===== config.mk =====
export PLATFORM = sky130hd
export DESIGN_NAME = fat16_chain_entry_generator
export DESIGN_NICKNAME = d
export VERILOG_FILES = /design/src/hdl/fat16ceg_pkg.sv /design/src/hdl/fat16ceg_table.sv /design/src/hdl/fat16_chain_entry_generator.sv
export VERILOG_INCLUDE_DIRS = /design/src /design/src/hdl
export SDC_FILE = /design/constraint.sdc
export NUM_CORES = 1
export LEC_CHECK = 0
export ABC_AREA = 1
export BUFFER_PORTS_ARGS = -buffer_cell sky130_fd_sc_hd__buf_2
export CAP_MARGIN = 20
export CORE_ASPECT_RATIO = 0.9
export CORE_MARGIN = 4
export CORE_UTILIZATION = 40
export DETAILED_ROUTE_END_ITERATION = 16
export PLACE_DENSITY = 0.64
export SLEW_MARGIN = 5
export SYNTH_ARGS = -nofsm -noshare
export SYNTH_HDL_FRONTEND = slang
export SYNTH_SLANG_ARGS = --single-unit

===== constraint.sdc =====
create_clock -name clk -period 5.7 [get_ports clk]
set_input_delay 1.425 -clock clk [delete_from_list [all_inputs] [get_ports clk]]
set_output_delay 1.425 -clock clk [all_outputs]
set_load 0.02 [all_outputs]

===== src/hdl/fat16_chain_entry_generator_macros.svh =====
// Assertion helpers shared by the chain entry generator.
// Both sample on the rising edge of clk and stay quiet while rst_n is low.
`ifndef FAT16_CHAIN_ENTRY_GENERATOR_MACROS_SVH
`define FAT16_CHAIN_ENTRY_GENERATOR_MACROS_SVH

// Same-cycle implication.
`define FCEG_ASSERT_NOW(lbl, ante, cons, msg) \
    lbl: assert property (@(posedge clk) disable iff (!rst_n) (ante) |-> (cons)) \
        else $error(msg);

// Next-cycle implication.
`define FCEG_ASSERT_NEXT(lbl, ante, cons, msg) \
    lbl: assert property (@(posedge clk) disable iff (!rst_n) (ante) |=> (cons)) \
        else $error(msg);

`endif


===== src/hdl/fat16ceg_pkg.sv =====
`default_nettype none

package fat16ceg_pkg;

    // Field widths
    localparam int SLOT_W     = 4;
    localparam int CLUSTER_W  = 16;
    localparam int LEN_W      = 32;
    localparam int ENTRY_W    = 16;

    // Configuration port
    localparam int CFG_IDX_W  = 2;
    localparam int CFG_DATA_W = 17;
    localparam int MAXC_W     = 17;
    localparam int FCNT_W     = 5;
    localparam int CSL_W      = 3;

    localparam logic [CFG_IDX_W-1:0] REG_MAX_CLUSTER  = 2'd0;
    localparam logic [CFG_IDX_W-1:0] REG_FILE_COUNT   = 2'd1;
    localparam logic [CFG_IDX_W-1:0] REG_CLUSTER_LOG2 = 2'd2;

    localparam logic [MAXC_W-1:0] MAX_CLUSTER_RST = 17'd65525;

    // Item kinds
    localparam logic KIND_LOAD  = 1'b0;
    localparam logic KIND_QUERY = 1'b1;

    // FAT16 entry codes
    localparam logic [ENTRY_W-1:0] ENT_END   = 16'hFFF8;
    localparam logic [ENTRY_W-1:0] ENT_MEDIA = 16'hFFFF;
    localparam logic [ENTRY_W-1:0] ENT_BAD   = 16'hFFF7;
    localparam logic [ENTRY_W-1:0] ENT_FREE  = 16'h0000;

    // Parameter defaults
    localparam int MAX_FILES_DEF   = 16;
    localparam int BLOCK_BYTES_DEF = 512;

    typedef struct packed {
        logic [CLUSTER_W-1:0] start;
        logic [LEN_W-1:0]     len;
    } tbl_entry_t;

    typedef struct packed {
        logic       en;
        tbl_entry_t data;
    } tbl_wr_t;

    typedef enum logic [2:0] {
        ST_IDLE,
        ST_CUR,
        ST_NEXT,
        ST_END,
        ST_CMP,
        ST_DONE
    } state_t;

endpackage

`default_nettype wire


===== src/hdl/fat16ceg_table.sv =====
`default_nettype none

module fat16ceg_table #(
    parameter int MAX_FILES = fat16ceg_pkg::MAX_FILES_DEF
) (
    input  logic                           clk,
    input  fat16ceg_pkg::tbl_wr_t          wr,
    input  logic [$clog2(MAX_FILES)-1:0]   wr_addr,
    input  logic [$clog2(MAX_FILES)-1:0]   rd_addr,
    output fat16ceg_pkg::tbl_entry_t       rd_data
);
    import fat16ceg_pkg::*;

    tbl_entry_t mem [MAX_FILES];

    // Write on load, read every cycle with a registered output
    always_ff @(posedge clk)
    begin
        if (wr.en)
        begin
            mem[wr_addr] <= wr.data;
        end
        rd_data <= mem[rd_addr];
    end

endmodule

`default_nettype wire


===== src/hdl/fat16_chain_entry_generator.sv =====
// Load transaction: taken while idle, gives no result; the next transaction may follow at once.
// Query on cluster 0, 1, a bad cluster or an empty table: no table walk, straight to the result.
// Query that walks the table: reads the current entry, restarting at entry 0 if the cluster lies
// before it, steps onto following entries at or below the cluster, then checks the chain end.
// One read port sets the pace; the next item waits until the result enters the output register.
// Reset (rst_n, asynchronous, active low) clears control registers and search index, not the table.
`default_nettype none

module fat16_chain_entry_generator #(
    parameter int MAX_FILES   = fat16ceg_pkg::MAX_FILES_DEF,
    parameter int BLOCK_BYTES = fat16ceg_pkg::BLOCK_BYTES_DEF
) (
    input  logic                                clk,
    input  logic                                rst_n,

    input  logic                                in_valid,
    output logic                                in_ready,
    input  logic                                kind,
    input  logic [fat16ceg_pkg::SLOT_W-1:0]     entry_slot,
    input  logic [fat16ceg_pkg::CLUSTER_W-1:0]  first_cluster,
    input  logic [fat16ceg_pkg::LEN_W-1:0]      byte_length,
    input  logic [fat16ceg_pkg::CLUSTER_W-1:0]  cluster_number,

    output logic                                out_valid,
    input  logic                                out_ready,
    output logic [fat16ceg_pkg::ENTRY_W-1:0]    fat_entry,

    input  logic                                cfg_valid,
    output logic                                cfg_ready,
    input  logic [fat16ceg_pkg::CFG_IDX_W-1:0]  cfg_index,
    input  logic [fat16ceg_pkg::CFG_DATA_W-1:0] cfg_data
);
    import fat16ceg_pkg::*;

    `include "fat16_chain_entry_generator_macros.svh"

    // Table index width, count width with headroom for index + 2
    localparam int IW      = $clog2(MAX_FILES);
    localparam int CW      = $clog2(MAX_FILES + 1) + 1;
    localparam int BB_LOG2 = $clog2(BLOCK_BYTES);
    // Width of the end-of-chain cluster: start plus length in blocks, one carry bit
    localparam int EW      = LEN_W - BB_LOG2 + 1;

    // ------------------------------------------------------------------
    // Registers
    // ------------------------------------------------------------------
    state_t               state_reg, state_next;

    logic [MAXC_W-1:0]    max_cluster_reg;
    logic [FCNT_W-1:0]    file_count_reg;
    logic [CSL_W-1:0]     csl_reg;

    logic [IW-1:0]        search_idx_reg, search_idx_next;
    logic                 out_valid_reg, out_valid_next;

    // Payload registers, no reset needed
    logic [IW-1:0]        idx_reg, idx_next;
    logic [CLUSTER_W-1:0] clu_reg, clu_next;
    logic [CLUSTER_W-1:0] cur_start_reg, cur_start_next;
    logic [LEN_W-1:0]     cur_len_reg, cur_len_next;
    logic [EW-1:0]        end_reg, end_next;
    logic [ENTRY_W-1:0]   res_reg, res_next;
    logic [ENTRY_W-1:0]   fat_entry_reg, fat_entry_next;

    // ------------------------------------------------------------------
    // Handshakes and decode
    // ------------------------------------------------------------------
    logic                 acc_query;
    logic                 acc_load;
    logic                 slot_ok;
    logic [CW-1:0]        active_cnt;
    logic [CW-1:0]        idx_plus1;
    logic [CW-1:0]        idx_plus2;
    logic [IW-1:0]        start_idx;
    logic                 is_special;
    logic [ENTRY_W-1:0]   special_res;
    logic                 restart;
    logic                 advance;
    logic                 out_free;

    tbl_wr_t              tbl_wr;
    logic [IW-1:0]        tbl_wr_addr;
    logic [IW-1:0]        rd_addr;
    tbl_entry_t           rd_data;

    // Block takes a transaction only while no query is in flight
    assign in_ready  = (state_reg == ST_IDLE);
    // Configuration must be written only while idle (not enforced here), so it is always taken
    assign cfg_ready = 1'b1;
    assign out_valid = out_valid_reg;
    assign fat_entry = fat_entry_reg;

    assign acc_query = in_valid && in_ready && (kind == KIND_QUERY);
    assign acc_load  = in_valid && in_ready && (kind == KIND_LOAD);
    assign slot_ok   = (32'(entry_slot) < 32'(MAX_FILES));

    // Usable entries: file count clipped to the table depth
    assign active_cnt = (32'(file_count_reg) < 32'(MAX_FILES)) ?
                        CW'(file_count_reg) : CW'(MAX_FILES);

    assign idx_plus1 = CW'(idx_reg) + CW'(1);
    assign idx_plus2 = CW'(idx_reg) + CW'(2);

    // Drop a stale search index back to the first entry
    assign start_idx = (CW'(search_idx_reg) < active_cnt) ? search_idx_reg : '0;

    // Answers that need no table walk
    always_comb
    begin
        is_special  = 1'b1;
        special_res = ENT_FREE;
        if (cluster_number == '0)
        begin
            special_res = ENT_END;
        end
        else if (cluster_number == CLUSTER_W'(1))
        begin
            special_res = ENT_MEDIA;
        end
        else if (MAXC_W'(cluster_number) >= max_cluster_reg)
        begin
            special_res = ENT_BAD;
        end
        else if (active_cnt == '0)
        begin
            special_res = ENT_FREE;
        end
        else
        begin
            is_special = 1'b0;
        end
    end

    // Cluster lies before the current file: restart the walk at entry 0
    assign restart  = (clu_reg < rd_data.start) && (idx_reg != '0);
    // Following file starts at or below the cluster: step onto it
    assign advance  = (clu_reg >= rd_data.start);
    // Output register can take the next result
    assign out_free = !out_valid_reg || out_ready;

    // ------------------------------------------------------------------
    // Configuration registers
    // ------------------------------------------------------------------
    always_ff @(posedge clk or negedge rst_n)
    begin
        if (!rst_n)
        begin
            max_cluster_reg <= MAX_CLUSTER_RST;
            file_count_reg  <= '0;
            csl_reg         <= '0;
        end
        else if (cfg_valid && cfg_ready)
        begin
            unique case (cfg_index)
                REG_MAX_CLUSTER:  max_cluster_reg <= cfg_data[MAXC_W-1:0];
                REG_FILE_COUNT:   file_count_reg  <= cfg_data[FCNT_W-1:0];
                REG_CLUSTER_LOG2: csl_reg         <= cfg_data[CSL_W-1:0];
                default:          ; // unknown index: ignore the write
            endcase
        end
    end

    // ------------------------------------------------------------------
    // File table
    // ------------------------------------------------------------------
    always_comb
    begin
        tbl_wr.en         = acc_load && slot_ok;
        tbl_wr.data.start = first_cluster;
        tbl_wr.data.len   = byte_length;
        tbl_wr_addr       = IW'(entry_slot);
    end

    fat16ceg_table #(
        .MAX_FILES (MAX_FILES)
    ) u_table (
        .clk     (clk),
        .wr      (tbl_wr),
        .wr_addr (tbl_wr_addr),
        .rd_addr (rd_addr),
        .rd_data (rd_data)
    );

    // ------------------------------------------------------------------
    // Sequencer: next state
    // ------------------------------------------------------------------
    always_comb
    begin
        state_next = state_reg;
        unique case (state_reg)
            ST_IDLE:
            begin
                if (acc_query)
                begin
                    state_next = is_special ? ST_DONE : ST_CUR;
                end
            end
            ST_CUR:
            begin
                if (restart)
                begin
                    state_next = ST_CUR;
                end
                else if (idx_plus1 < active_cnt)
                begin
                    state_next = ST_NEXT;
                end
                else
                begin
                    state_next = ST_END;
                end
            end
            ST_NEXT:
            begin
                if (advance && (idx_plus2 < active_cnt))
                begin
                    state_next = ST_NEXT;
                end
                else
                begin
                    state_next = ST_END;
                end
            end
            ST_END:  state_next = ST_CMP;
            ST_CMP:  state_next = ST_DONE;
            ST_DONE:
            begin
                if (out_free)
                begin
                    state_next = ST_IDLE;
                end
            end
            default: state_next = ST_IDLE;
        endcase
    end

    // ------------------------------------------------------------------
    // Sequencer: datapath controls
    // ------------------------------------------------------------------
    always_comb
    begin
        idx_next        = idx_reg;
        clu_next        = clu_reg;
        cur_start_next  = cur_start_reg;
        cur_len_next    = cur_len_reg;
        end_next        = end_reg;
        res_next        = res_reg;
        search_idx_next = search_idx_reg;
        fat_entry_next  = fat_entry_reg;
        out_valid_next  = out_valid_reg && !out_ready;
        rd_addr         = idx_reg;

        unique case (state_reg)
            ST_IDLE:
            begin
                if (acc_query)
                begin
                    clu_next = cluster_number;
                    res_next = special_res;
                    idx_next = start_idx;
                    rd_addr  = start_idx;
                end
            end
            ST_CUR:
            begin
                if (restart)
                begin
                    idx_next = '0;
                    rd_addr  = '0;
                end
                else
                begin
                    cur_start_next = rd_data.start;
                    cur_len_next   = rd_data.len;
                    if (idx_plus1 < active_cnt)
                    begin
                        rd_addr = IW'(idx_plus1);
                    end
                end
            end
            ST_NEXT:
            begin
                if (advance)
                begin
                    idx_next       = IW'(idx_plus1);
                    cur_start_next = rd_data.start;
                    cur_len_next   = rd_data.len;
                    if (idx_plus2 < active_cnt)
                    begin
                        rd_addr = IW'(idx_plus2);
                    end
                end
            end
            ST_END:
            begin
                // Chain ends at start plus the file length in clusters
                end_next = EW'(cur_start_reg) + EW'((cur_len_reg >> BB_LOG2) >> csl_reg);
            end
            ST_CMP:
            begin
                search_idx_next = idx_reg;
                if (EW'(clu_reg) == end_reg)
                begin
                    res_next = ENT_END;
                end
                else if (EW'(clu_reg) < end_reg)
                begin
                    res_next = clu_reg + CLUSTER_W'(1);
                end
                else
                begin
                    res_next = ENT_FREE;
                end
            end
            ST_DONE:
            begin
                if (out_free)
                begin
                    fat_entry_next = res_reg;
                    out_valid_next = 1'b1;
                end
            end
            default: ;
        endcase
    end

    // ------------------------------------------------------------------
    // Register update
    // ------------------------------------------------------------------
    always_ff @(posedge clk or negedge rst_n)
    begin
        if (!rst_n)
        begin
            state_reg      <= ST_IDLE;
            search_idx_reg <= '0;
            out_valid_reg  <= 1'b0;
        end
        else
        begin
            state_reg      <= state_next;
            search_idx_reg <= search_idx_next;
            out_valid_reg  <= out_valid_next;
        end
    end

    always_ff @(posedge clk)
    begin
        idx_reg       <= idx_next;
        clu_reg       <= clu_next;
        cur_start_reg <= cur_start_next;
        cur_len_reg   <= cur_len_next;
        end_reg       <= end_next;
        res_reg       <= res_next;
        fat_entry_reg <= fat_entry_next;
    end

    // ------------------------------------------------------------------
    // Assertions
    // ------------------------------------------------------------------
    // An accepted query must hold off the input on the following cycle
    `FCEG_ASSERT_NEXT(a_query_blocks, acc_query, !in_ready, "query did not block input")
    // A finished result moves into a free output register
    `FCEG_ASSERT_NEXT(a_done_emits, (state_reg == ST_DONE) && out_free, out_valid, "result lost")
    // The table walk never runs on an empty table
    `FCEG_ASSERT_NOW(a_walk_nonempty, state_reg == ST_CUR, active_cnt != '0, "walk on empty table")

endmodule

`default_nettype wire


# Yosys cells after proc, flatten, opt, wreduce, memory -nomap -nowiden
# Memories as Yosys holds them, arrays and structs flattened. A register that Yosys moved wholly into a read port is not among the register bits.
# Index checks and enable logic that the tools add are counted.
[op_classes]
bitwise_logic = 1
shift = 1
n_addsub = 4
reduce_logical = 26
n_eq_ne = 14
n_lt_le_gt_ge = 8
muxes = 39
[ops]
columns = ["op", "n"]
rows = [
  ["16-bit 2-to-1 mux", 8],
  ["32-bit 2-to-1 mux", 2],
  ["16-bit case mux with 2 select lines", 2],
  ["32-bit case mux with 2 select lines", 1],
  ["4-bit 2-to-1 mux", 8],
  ["16-bit by 24-bit adder with 24-bit output", 1],
  ["16-bit by 24-bit equality test with 1-bit output", 1],
  ["16-bit by 24-bit less-than comparator with 1-bit output", 1],
  ["4-bit case mux with 3 select lines", 2],
  ["23-bit by 3-bit right shift with 24-bit output", 1],
  ["3-bit case mux with 6 select lines", 1],
  ["16-bit by 17-bit >= comparator with 1-bit output", 1],
  ["16-bit by 1-bit adder with 16-bit output (second input constant)", 1],
  ["16-bit by 1-bit equality test with 1-bit output (second input constant)", 1],
  ["16-bit >= comparator", 1],
  ["16-bit logical NOT", 1],
  ["16-bit less-than comparator", 1],
  ["2-bit AND reduction", 7],
  ["5-bit less-than comparator", 2],
  ["1-bit 2-to-1 mux", 10],
  ["3-bit 2-to-1 mux", 3],
  ["2-bit != test (second input constant)", 4],
  ["3-bit by 2-bit equality test with 1-bit output (second input constant)", 2],
  ["3-bit equality test (second input constant)", 2],
  ["21 further kinds", 29],
]
[word_totals]
wordCells = 107
reg_bits = 157
ram_bits = 768
memories = 1
[mem_list]
columns = ["memory", "depth", "width", "rd", "rd_ports_with_merged_regs", "write_ports", "line_no", "rtl"]
rows = [
  ["u_table.mem", 16, 48, 1, 1, 1, "fat16ceg_table.sv:14", "tbl_entry_t mem [MAX_FILES];"],
]

# Depth between registers and ports, before layout
# Gate-level depths: netlist (run 1).
[logic_depth]
word_depth = 10
ltp_mapped = 26

# Cells and area by module
# From an unflattened synthesis (run 1), not the netlist that was laid out.
[unflattened]
hier_cells = 4224
hier_area_um2 = 43163.9
[modules_own_cells]
columns = ["module", "area_per_inst_um2", "seq_area_each_um2", "n_inst", "cells_each"]
rows = [
  ["fat16ceg_table", 33988.8, 24023.0, 1, 3165],
  ["fat16_chain_entry_generator", 9175.0, 4296.6, 1, 1059],
]

# Worst setup path before layout (run 1)
# OpenSTA, ideal clock, no wires.
[synth_timing]
kind = "input to register"
start = "input port in_valid"
end = "memory u_table.mem[0][10] in the netlist's numbering, enable pin"
setup_ps = 435
arrival_time_ps = 3453
path_slack_ps = 1812
cell_stages = 4
required_time_ps = 5265
path_cell_list = "nand2_1 -> nor2_1 -> nand3_1 -> nor2_1"
[synth_via]
elab_chain_cells = 4
[synth_rtl]
columns = ["element", "line_no", "rtl"]
rows = [
  ["from (decl)", "fat16_chain_entry_generator.sv:16", "input logic in_valid,"],
  ["1-bit logical AND (2 in a row)", "fat16_chain_entry_generator.sv:94", "assign acc_load = in_valid && in_ready && (kind == KIND_LOAD);"],
  ["1-bit 2-to-1 mux", "fat16ceg_table.sv:19", "if (wr.en)"],
  ["1-bit 2-to-1 mux (implied by the code)", "fat16ceg_table.sv:21", "mem[wr_addr] <= wr.data;"],
  ["to (decl)", "fat16ceg_table.sv:14", ""],
]
# No other way between the ends.

# Worst setup path in the final report (run 1)
[layout_timing]
start = "register csl_reg[1]"
end = "register end_reg[22], data pin"
[layout_via]
elab_chain_cells = 2
[layout_rtl]
columns = ["element", "line_no", "rtl"]
rows = [
  ["from (decl)", "fat16_chain_entry_generator.sv:51", "logic [CSL_W-1:0] csl_reg;"],
  ["from (signal assigned)", "fat16_chain_entry_generator.sv:157", "REG_CLUSTER_LOG2: csl_reg <= cfg_data[CSL_W-1:0];"],
  ["23-bit by 3-bit right shift with 24-bit output", "fat16_chain_entry_generator.sv:297", "end_next = EW'(cur_start_reg) + EW'((cur_len_reg >> BB_LOG2) >> csl_reg);"],
  ["16-bit by 24-bit adder with 24-bit output", "fat16_chain_entry_generator.sv:297", ""],
  ["to (signal assigned)", "fat16_chain_entry_generator.sv:352", "end_reg <= end_next;"],
  ["to (decl)", "fat16_chain_entry_generator.sv:61", "logic [EW-1:0] end_reg, end_next;"],
]
# No other way between the ends.
# A chain may end at the register's enable or synchronous reset.

==> results of run 1 <==
routing by layer:
metal | wire, um | part of all wire (%) | track usage [%]
met3 | 6650 | 7.3 | 3.67
met4 | 2120 | 2.3 | 4.90
met2 | 42400 | 47 | 30.6
met1 | 39600 | 44 | 25.5
met5 | 69 | 0.076 | 0
power by group:
| group | internal, mW | leakage, nW | switching [mW] | total (mW) |
|---|---|---|---|---|
| Clock | 3.05 | 1.33 | 2.35 | 5.40 |
| Combinational | 3.30 | 8.15 | 8.44 | 11.7 |
| Sequential | 7.27 | 7.39 | 0.316 | 7.58 |
| Total | 13.6 | 16.9 | 11.1 | 24.7 |
worst max-delay path, cell delays in order, from the launching register on:
cell and delay [ns]:
dfrtp_1 0.79, inv_1 0.48, nand2_1 0.16, o21ai_0 0.11, o21ai_0 0.48, ha_1 0.27, inv_1 0.06, fa_1 0.40
nor2_1 0.12, a211oi_1 0.07, nor2_1 0.09, a21boi_0 0.12, o21ai_0 0.43, nand3_1 0.14, nand2_1 0.18, nand4_1 0.12
xor2_1 0.15
through the flow:
step           utilization [%]  power [mW]  area [um^2]  hold WS [ns]
2_1_floorplan                -        16.0        36500         0.386
3_3_place_gp              42.5        19.2        38200         0.389
3_5_place_dp              42.5        19.3        38200         0.389
4_1_cts                   45.6        24.8        41000         0.401
5_1_grt                   45.6        26.6        41000         0.405
6_report                  45.6        24.7        41000         0.403
how the worst max path moves through the flow:
stage | cells past startpoint | from | to
after floorplan | 4 | in_valid | u_table.mem[0][10]
after detailed placement | 16 | csl_reg[1] | end_reg[22]
final | 16 | csl_reg[1] | end_reg[22]
after global placement | 16 | csl_reg[1] | end_reg[22]
after CTS | 16 | csl_reg[1] | end_reg[22]
after global routing | 16 | csl_reg[1] | end_reg[14]
cells by family after synthesis:
logic type | share of synthesized area [%]
other | 0.0103
and+or+nand+nor | 23.7
AOI/OAI and AO/OA | 2.77
xor gates and xnor gates | 0.601
muxes | 0.110
adders and majority gates | 2.77
buffers and inverters | 4.75
DFF | 65.3
cell usage after synthesis, drive strengths merged, types with 2 or more instances:
library cell and instances:
edfxtp 739, xor2 16, nor4 6, nand3 466
inv 210, dfrtp 19, nor2 80, ha 79
dfstp 14, nor3 14, xnor2 9, o21ai 79
a31oi 4, clkinv 3, or2 3, clkbuf 55
a21oi 75, dfxtp 39, a21o 3, nand3b 80
a211oi 2, o211ai 3, mux2i 4, nand4 11
a21boi 5, buf 125, o21bai 6, nand2 1370
area by class of cell:
class	instances	share of cell area (%)
Antenna cell	3	0.0183
Tap cell	1219	3.72
Multi-Input combinational cell	2324	27.0
Sequential cell	811	58.0
Timing Repair Buffer	151	2.58
Clock buffer	104	5.43
Clock inverter	52	1.23
Inverter	213	1.96
==> results.yml, run 1 <==
outcome:
  outcome: "finished, final reports clean"
sta:
  relSlewSlack_pct: 27.4
  worst_pin_slew_ns: 1.09
  clock_skew_ns: 0.0324
  setup_ws_ns: 1.27
  drv_slew: 0
  period_share_pct: 77.6
  rsz0062_at_grt: "false"
  timing.fmax_ghz: 0.226
  fin_setup_tns_ns: 0
  finalSetupViolCount: 0
  layout_min_cycle_time_ns: 4.43
  report.final.hold_viol_count: 0
die:
  dieWidth_um: 326
  rows: 104
  ios: 112
  die_h_um: 294
  dieArea_um2: 96000
  core_area_um2: 89900
  start_util_pct: 40.5
clocking:
  cts_buffers: 85
  cts.sinks: 811
  cts.htree.levels: 3
  root_buffer: "clkbuf_16"
  post_cts_resized: 0
  cts.clk_slew.worst_paths_ns: 0.06
  clkLatencyLatePin_ns: 0.66
  post_cts_buffers: 0
  cts_buffer_depth: 3
  ctsHoldBuffers: 0
  cts_tree: "done"
setup_path:
  ff2ff_path_depth: 16
  start_kind: "register"
  regToRegSetupSlack_ns: 1.27
  worstPathArrival_ns: 4.82
  r2r-end: "end_reg[22]"
  critPathKind: "reg2reg"
  path_max_fanout: 26
  r2r_start: "csl_reg[1]"
  cp.required_ns: 6.10
  endpoint_kind: "register"
route:
  wl_mm: 90.8
  via_per_inst: 5.10
  antenna_left: 0
  drtPass1Iterations: 5
  drt_iter0_markers: 2266
  vias: 24900
  drc: 0
  drt-wirelength-per-cell_um: 18.6
yosys:
  synth_area_leaders: "edfxtp_1 (61%), nand2_1 (14%), nand3_1 (6.4%)"
  synth_top_area_share_pct: 60.9
  ys_types: 52
  async_reset_ff_share_pct: 4.07
  syn_inst: 3528
  synth_top_area_cell: "edfxtp_1"
  yosys_warnings: 0
  synth-edff-count: 739
  syn_nets: 3701
  ys_seq_elements: 811
  syn_area_um2: 36500
  yosysSeqAreaShare_pct: 65.3
  synth_area_per_cell_um2: 10.3
  synth_ff_type: "edfxtp_1"
final_layout:
  area_delta_synth_final_pct: 12.6
  nets: 3759
  regArea_um2: 23800
  multi_input_area_um2: 11100
  final_cell_mix: "nand2_1 (1364), edfxtp_1 (739), nand3_1 (464)"
  stdcell_count: 4877
  largest_reg_flops: 624
  layout-drive-gt1-share_pct: 9.11
  fillers: 8275
  final_common_cell: "nand2_1"
worst_hold_path:
  hold_depth: 0
  hold_start: "u_table.rd_data[30]"
  hold_path_end: "cur_len_reg[30]"
  min_path_type: "reg2reg"
global_route:
  grt_pass1_wl_mm: 139
  antenna_found_initial: 15
  grt_usage_pct: 18.6
  grt_pass1_vias: 23200
  grt_start_max_net_pins: 172
  grt_overflow: 0
placement:
  gp_congestion: 0.846
  port_buffers: 101
  hpwl_mm: 50.2
  post-place-cells: 4715
  post-place-ws_ns: 1.33
run:
  drv_cap: 0
pwr:
  power_density_nw_per_um2: 602
  max-vdd-ir-drop_mv: 1.01
  leakage_nw: 16.9
Note: power is estimated with default switching activity, not from simulation.
==> run 2, diff against run 1 <==
Settings changed: ABC_AREA 1 to 0.
Clock period 5.7 ns to 4.55 ns, I/O delays scaled along.
==> run 2 against run 1 <==
  * Sequential share of layout area up 1.9 points
  * Critical path depth down 2
  * Worst hold slack better by 0.0063 ns
==> results.yml, run 2 <==
yosys:
  ys_seq_elements: 811
  yosys.cell_count.top_type: "edfxtp_1"
  synthXorXnorAreaFrac_pct: 0.958
  synth_commonest_cells: "edfxtp_1 (739), mux2i_1 (606), ha_1 (79)"
  ys_types: 72
  synth_top_family_by_area: "multiplexers"
  synth-edff-count: 739
  synth_top_area_cell: "edfxtp_1"
  synth_area_per_cell_um2: 16.2
  syn_nets: 2311
  yosys_warnings: 0
  synthMuxAreaShare_pct: 18.5
  synth_compound_area_share_pct: 3.55
  synth_area_leaders: "edfxtp_1 (64%), mux2i_1 (17%), ha_1 (2.8%)"
  async_reset_ff_share_pct: 4.07
  synth_top_area_share_pct: 63.9
  synth_ff_type: "edfxtp_1"
  yosysSeqAreaShare_pct: 68.6
  syn_inst: 2138
  syn_area_um2: 34700
  synthSimpleGateAreaFrac_pct: 3.11
  synth-adder-area-share_pct: 2.90
global_route:
  grt_pass1_wl_mm: 114
  grt_usage_pct: 16.3
  antenna_found_initial: 8
  grt_overflow: 0
  grt_start_max_net_pins: 61
  grt_pass1_vias: 18900
setup_path:
  regToRegSetupSlack_ns: 0.40
  cp_slowest_cell: "edfxtp_1"
  cp.required_ns: 5.04
  startpoint: "idx_reg[0]"
  path_buf_inv: 3
  critPathKind: "reg2reg"
  start_kind: "register"
  r2r-end: "u_table.rd_data[14]"
  r2r_start: "idx_reg[0]"
  cpPeakStageDelay_ns: 0.58
  endpoint_kind: "register"
  critPathTopFamily: "compound AO/OA/AOI/OAI gates"
  path_depth: 14
  crit_chain: "inv_1, ha_1, ha_1, nor4bb_1, o21ai_1, a21oi_1, a21oi_1, o21ai_4, buf_12, buf_12, mux2i_1, mux2i_1, mux2i_1, mux2i_1"
  worstPathArrival_ns: 4.64
  ff2ff_path_depth: 14
  path_max_fanout: 32
  crit_top_cell: "mux2i_1"
sta:
  setup_ws_ns: 0.402
  timing.fmax_ghz: 0.241
  finalSetupViolCount: 0
  rsz0062_at_grt: "false"
  report.final.hold_viol_count: 0
  layout_min_cycle_time_ns: 4.15
  period_share_pct: 91.2
  drv_slew: 0
  relSlewSlack_pct: 35.2
  clock_skew_ns: 0.0444
  worst_pin_slew_ns: 0.972
  fin_setup_tns_ns: 0
final_layout:
  largest_reg_flops: 624
  final_common_cell: "edfxtp_1"
  nets: 2468
  regArea_um2: 23800
  stdcell_count: 3514
  area_delta_synth_final_pct: 14.5
  multi_input_area_um2: 10300
  layout-drive-gt1-share_pct: 15.6
  fillers: 7381
  final_cell_mix: "edfxtp_1 (739), mux2i_1 (606), buf_2 (101)"
clocking:
  cts_buffer_depth: 3
  root_buffer: "clkbuf_16"
  post_cts_buffers: 0
  ctsHoldBuffers: 0
  cts.sinks: 811
  cts.htree.levels: 3
  clkLatencyLatePin_ns: 0.64
  cts_tree: "done"
  cts.clk_slew.worst_paths_ns: 0.06
  cts_buffers: 83
route:
  wl_mm: 75.7
  via_per_inst: 5.22
  vias: 18400
  drc: 0
  antenna_left: 0
  drtPass1Iterations: 5
  drt-wirelength-per-cell_um: 21.6
  drt_iter0_markers: 1168
placement:
  port_buffers: 101
  post-place-ws_ns: 0.428
  hpwl_mm: 43.6
  gp_congestion: 0.874
  post-place-cells: 3354
pwr:
  netSwitchingFraction_pct: 34.9
  power_density_nw_per_um2: 736
  leakage_nw: 15.9
  max-vdd-ir-drop_mv: 0.650
  p_seq_share_pct: 33.1
  intPower_mw: 19.1
  p_sw_mw: 10.2
  power_frac_comb_pct: 43.8
  pwr-share-clk_pct: 23.1
outcome:
  outcome: "finished, final reports clean"
die:
  dieWidth_um: 319
  start_util_pct: 40.4
  ios: 112
  dieArea_um2: 91600
  core_area_um2: 86000
  rows: 102
  die_h_um: 288
worst_hold_path:
  hold_depth: 0
  hold_start: "u_table.rd_data[11]"
  min_path_type: "reg2reg"
  hold_path_end: "cur_len_reg[11]"
run:
  drv_cap: 0
run 2: cell families (layout without fill, tap and decap cells):
kind of cell,count (synthesis),after routing
AO/OA/AOI/OAI,196,196
XOR/XNOR,38,38
adder cells (fa/ha/maj),80,80
buffers and inverters,158,386
flip-flops,811,811
multiplexers,635,635
other,1,5
AND/OR/NAND/NOR,219,219
run 2: how the worst max path moves through the flow:
| stage | endpoint | slack (ns) |
|---|---|---|
| 6_report | u_table.rd_data[14] | 0.40 |
| 5_1_grt | u_table.rd_data[33] | 0.09 |
| 4_1_cts | end_reg[21] | 0.36 |
| 3_5_place_dp | end_reg[21] | 0.43 |
| 3_3_place_gp | end_reg[22] | 0.42 |
| 2_1_floorplan | end_reg[21] | 0.35 |
run 2: through the flow:
stage / utilization, % / power, mW / hold slack (ns) / instance area (um^2)
3_3_place_gp: 43.0 / 22.4 / 0.395 / 37000
5_1_grt: 46.2 / 31.0 / 0.428 / 39800
6_report: 46.2 / 29.3 / 0.409 / 39800
2_1_floorplan: - / 19.7 / 0.386 / 34800
3_5_place_dp: 43.0 / 22.7 / 0.403 / 37000
4_1_cts: 46.2 / 29.6 / 0.419 / 39700
run 2: worst register-to-register path, stage by stage (launching register included):
cell	delay, ns
edfxtp_1	0.58
inv_1	0.16
ha_1	0.35
ha_1	0.21
nor4bb_1	0.31
o21ai_1	0.14
a21oi_1	0.47
a21oi_1	0.20
o21ai_4	0.20
buf_12	0.27
buf_12	0.32
mux2i_1	0.25
mux2i_1	0.10
mux2i_1	0.26
mux2i_1	0.18
run 2: cell type report:
type | count | area share [%]
multi-input combinational | 1169 | 25.8
clock buffer | 128 | 6.18
timing repair buffer | 160 | 2.98
tap | 1144 | 3.60
sequential | 811 | 59.9
clock inverter | 28 | 0.796
antenna | 4 | 0.0252
inverter | 70 | 0.661
run 2: per-layer routing:
metal	GRT usage, %	vias up	wire (um)
met5	0	-	27
met2	29.1	378	38400
li1	-	8562	-
met1	20.7	9297	32300
met4	4.12	4	1640
met3	3.04	109	3380
run 2: power groups by stage:
stage                     Combinational (mW)  Clock [mW]  Sequential [mW]
final                                   12.8        6.77             9.70
after global routing                    13.9        7.26             9.76
after CTS                               12.9        6.94             9.71
after detailed placement                12.9           0             9.86
after global placement                  12.6           0             9.85
after floorplan                         10.1           0             9.59
run 2: timing repair:
item	CTS	global route
endpoints found under the setup margin	0	3
endpoints found under the hold margin	0	0
resized for setup	0	2
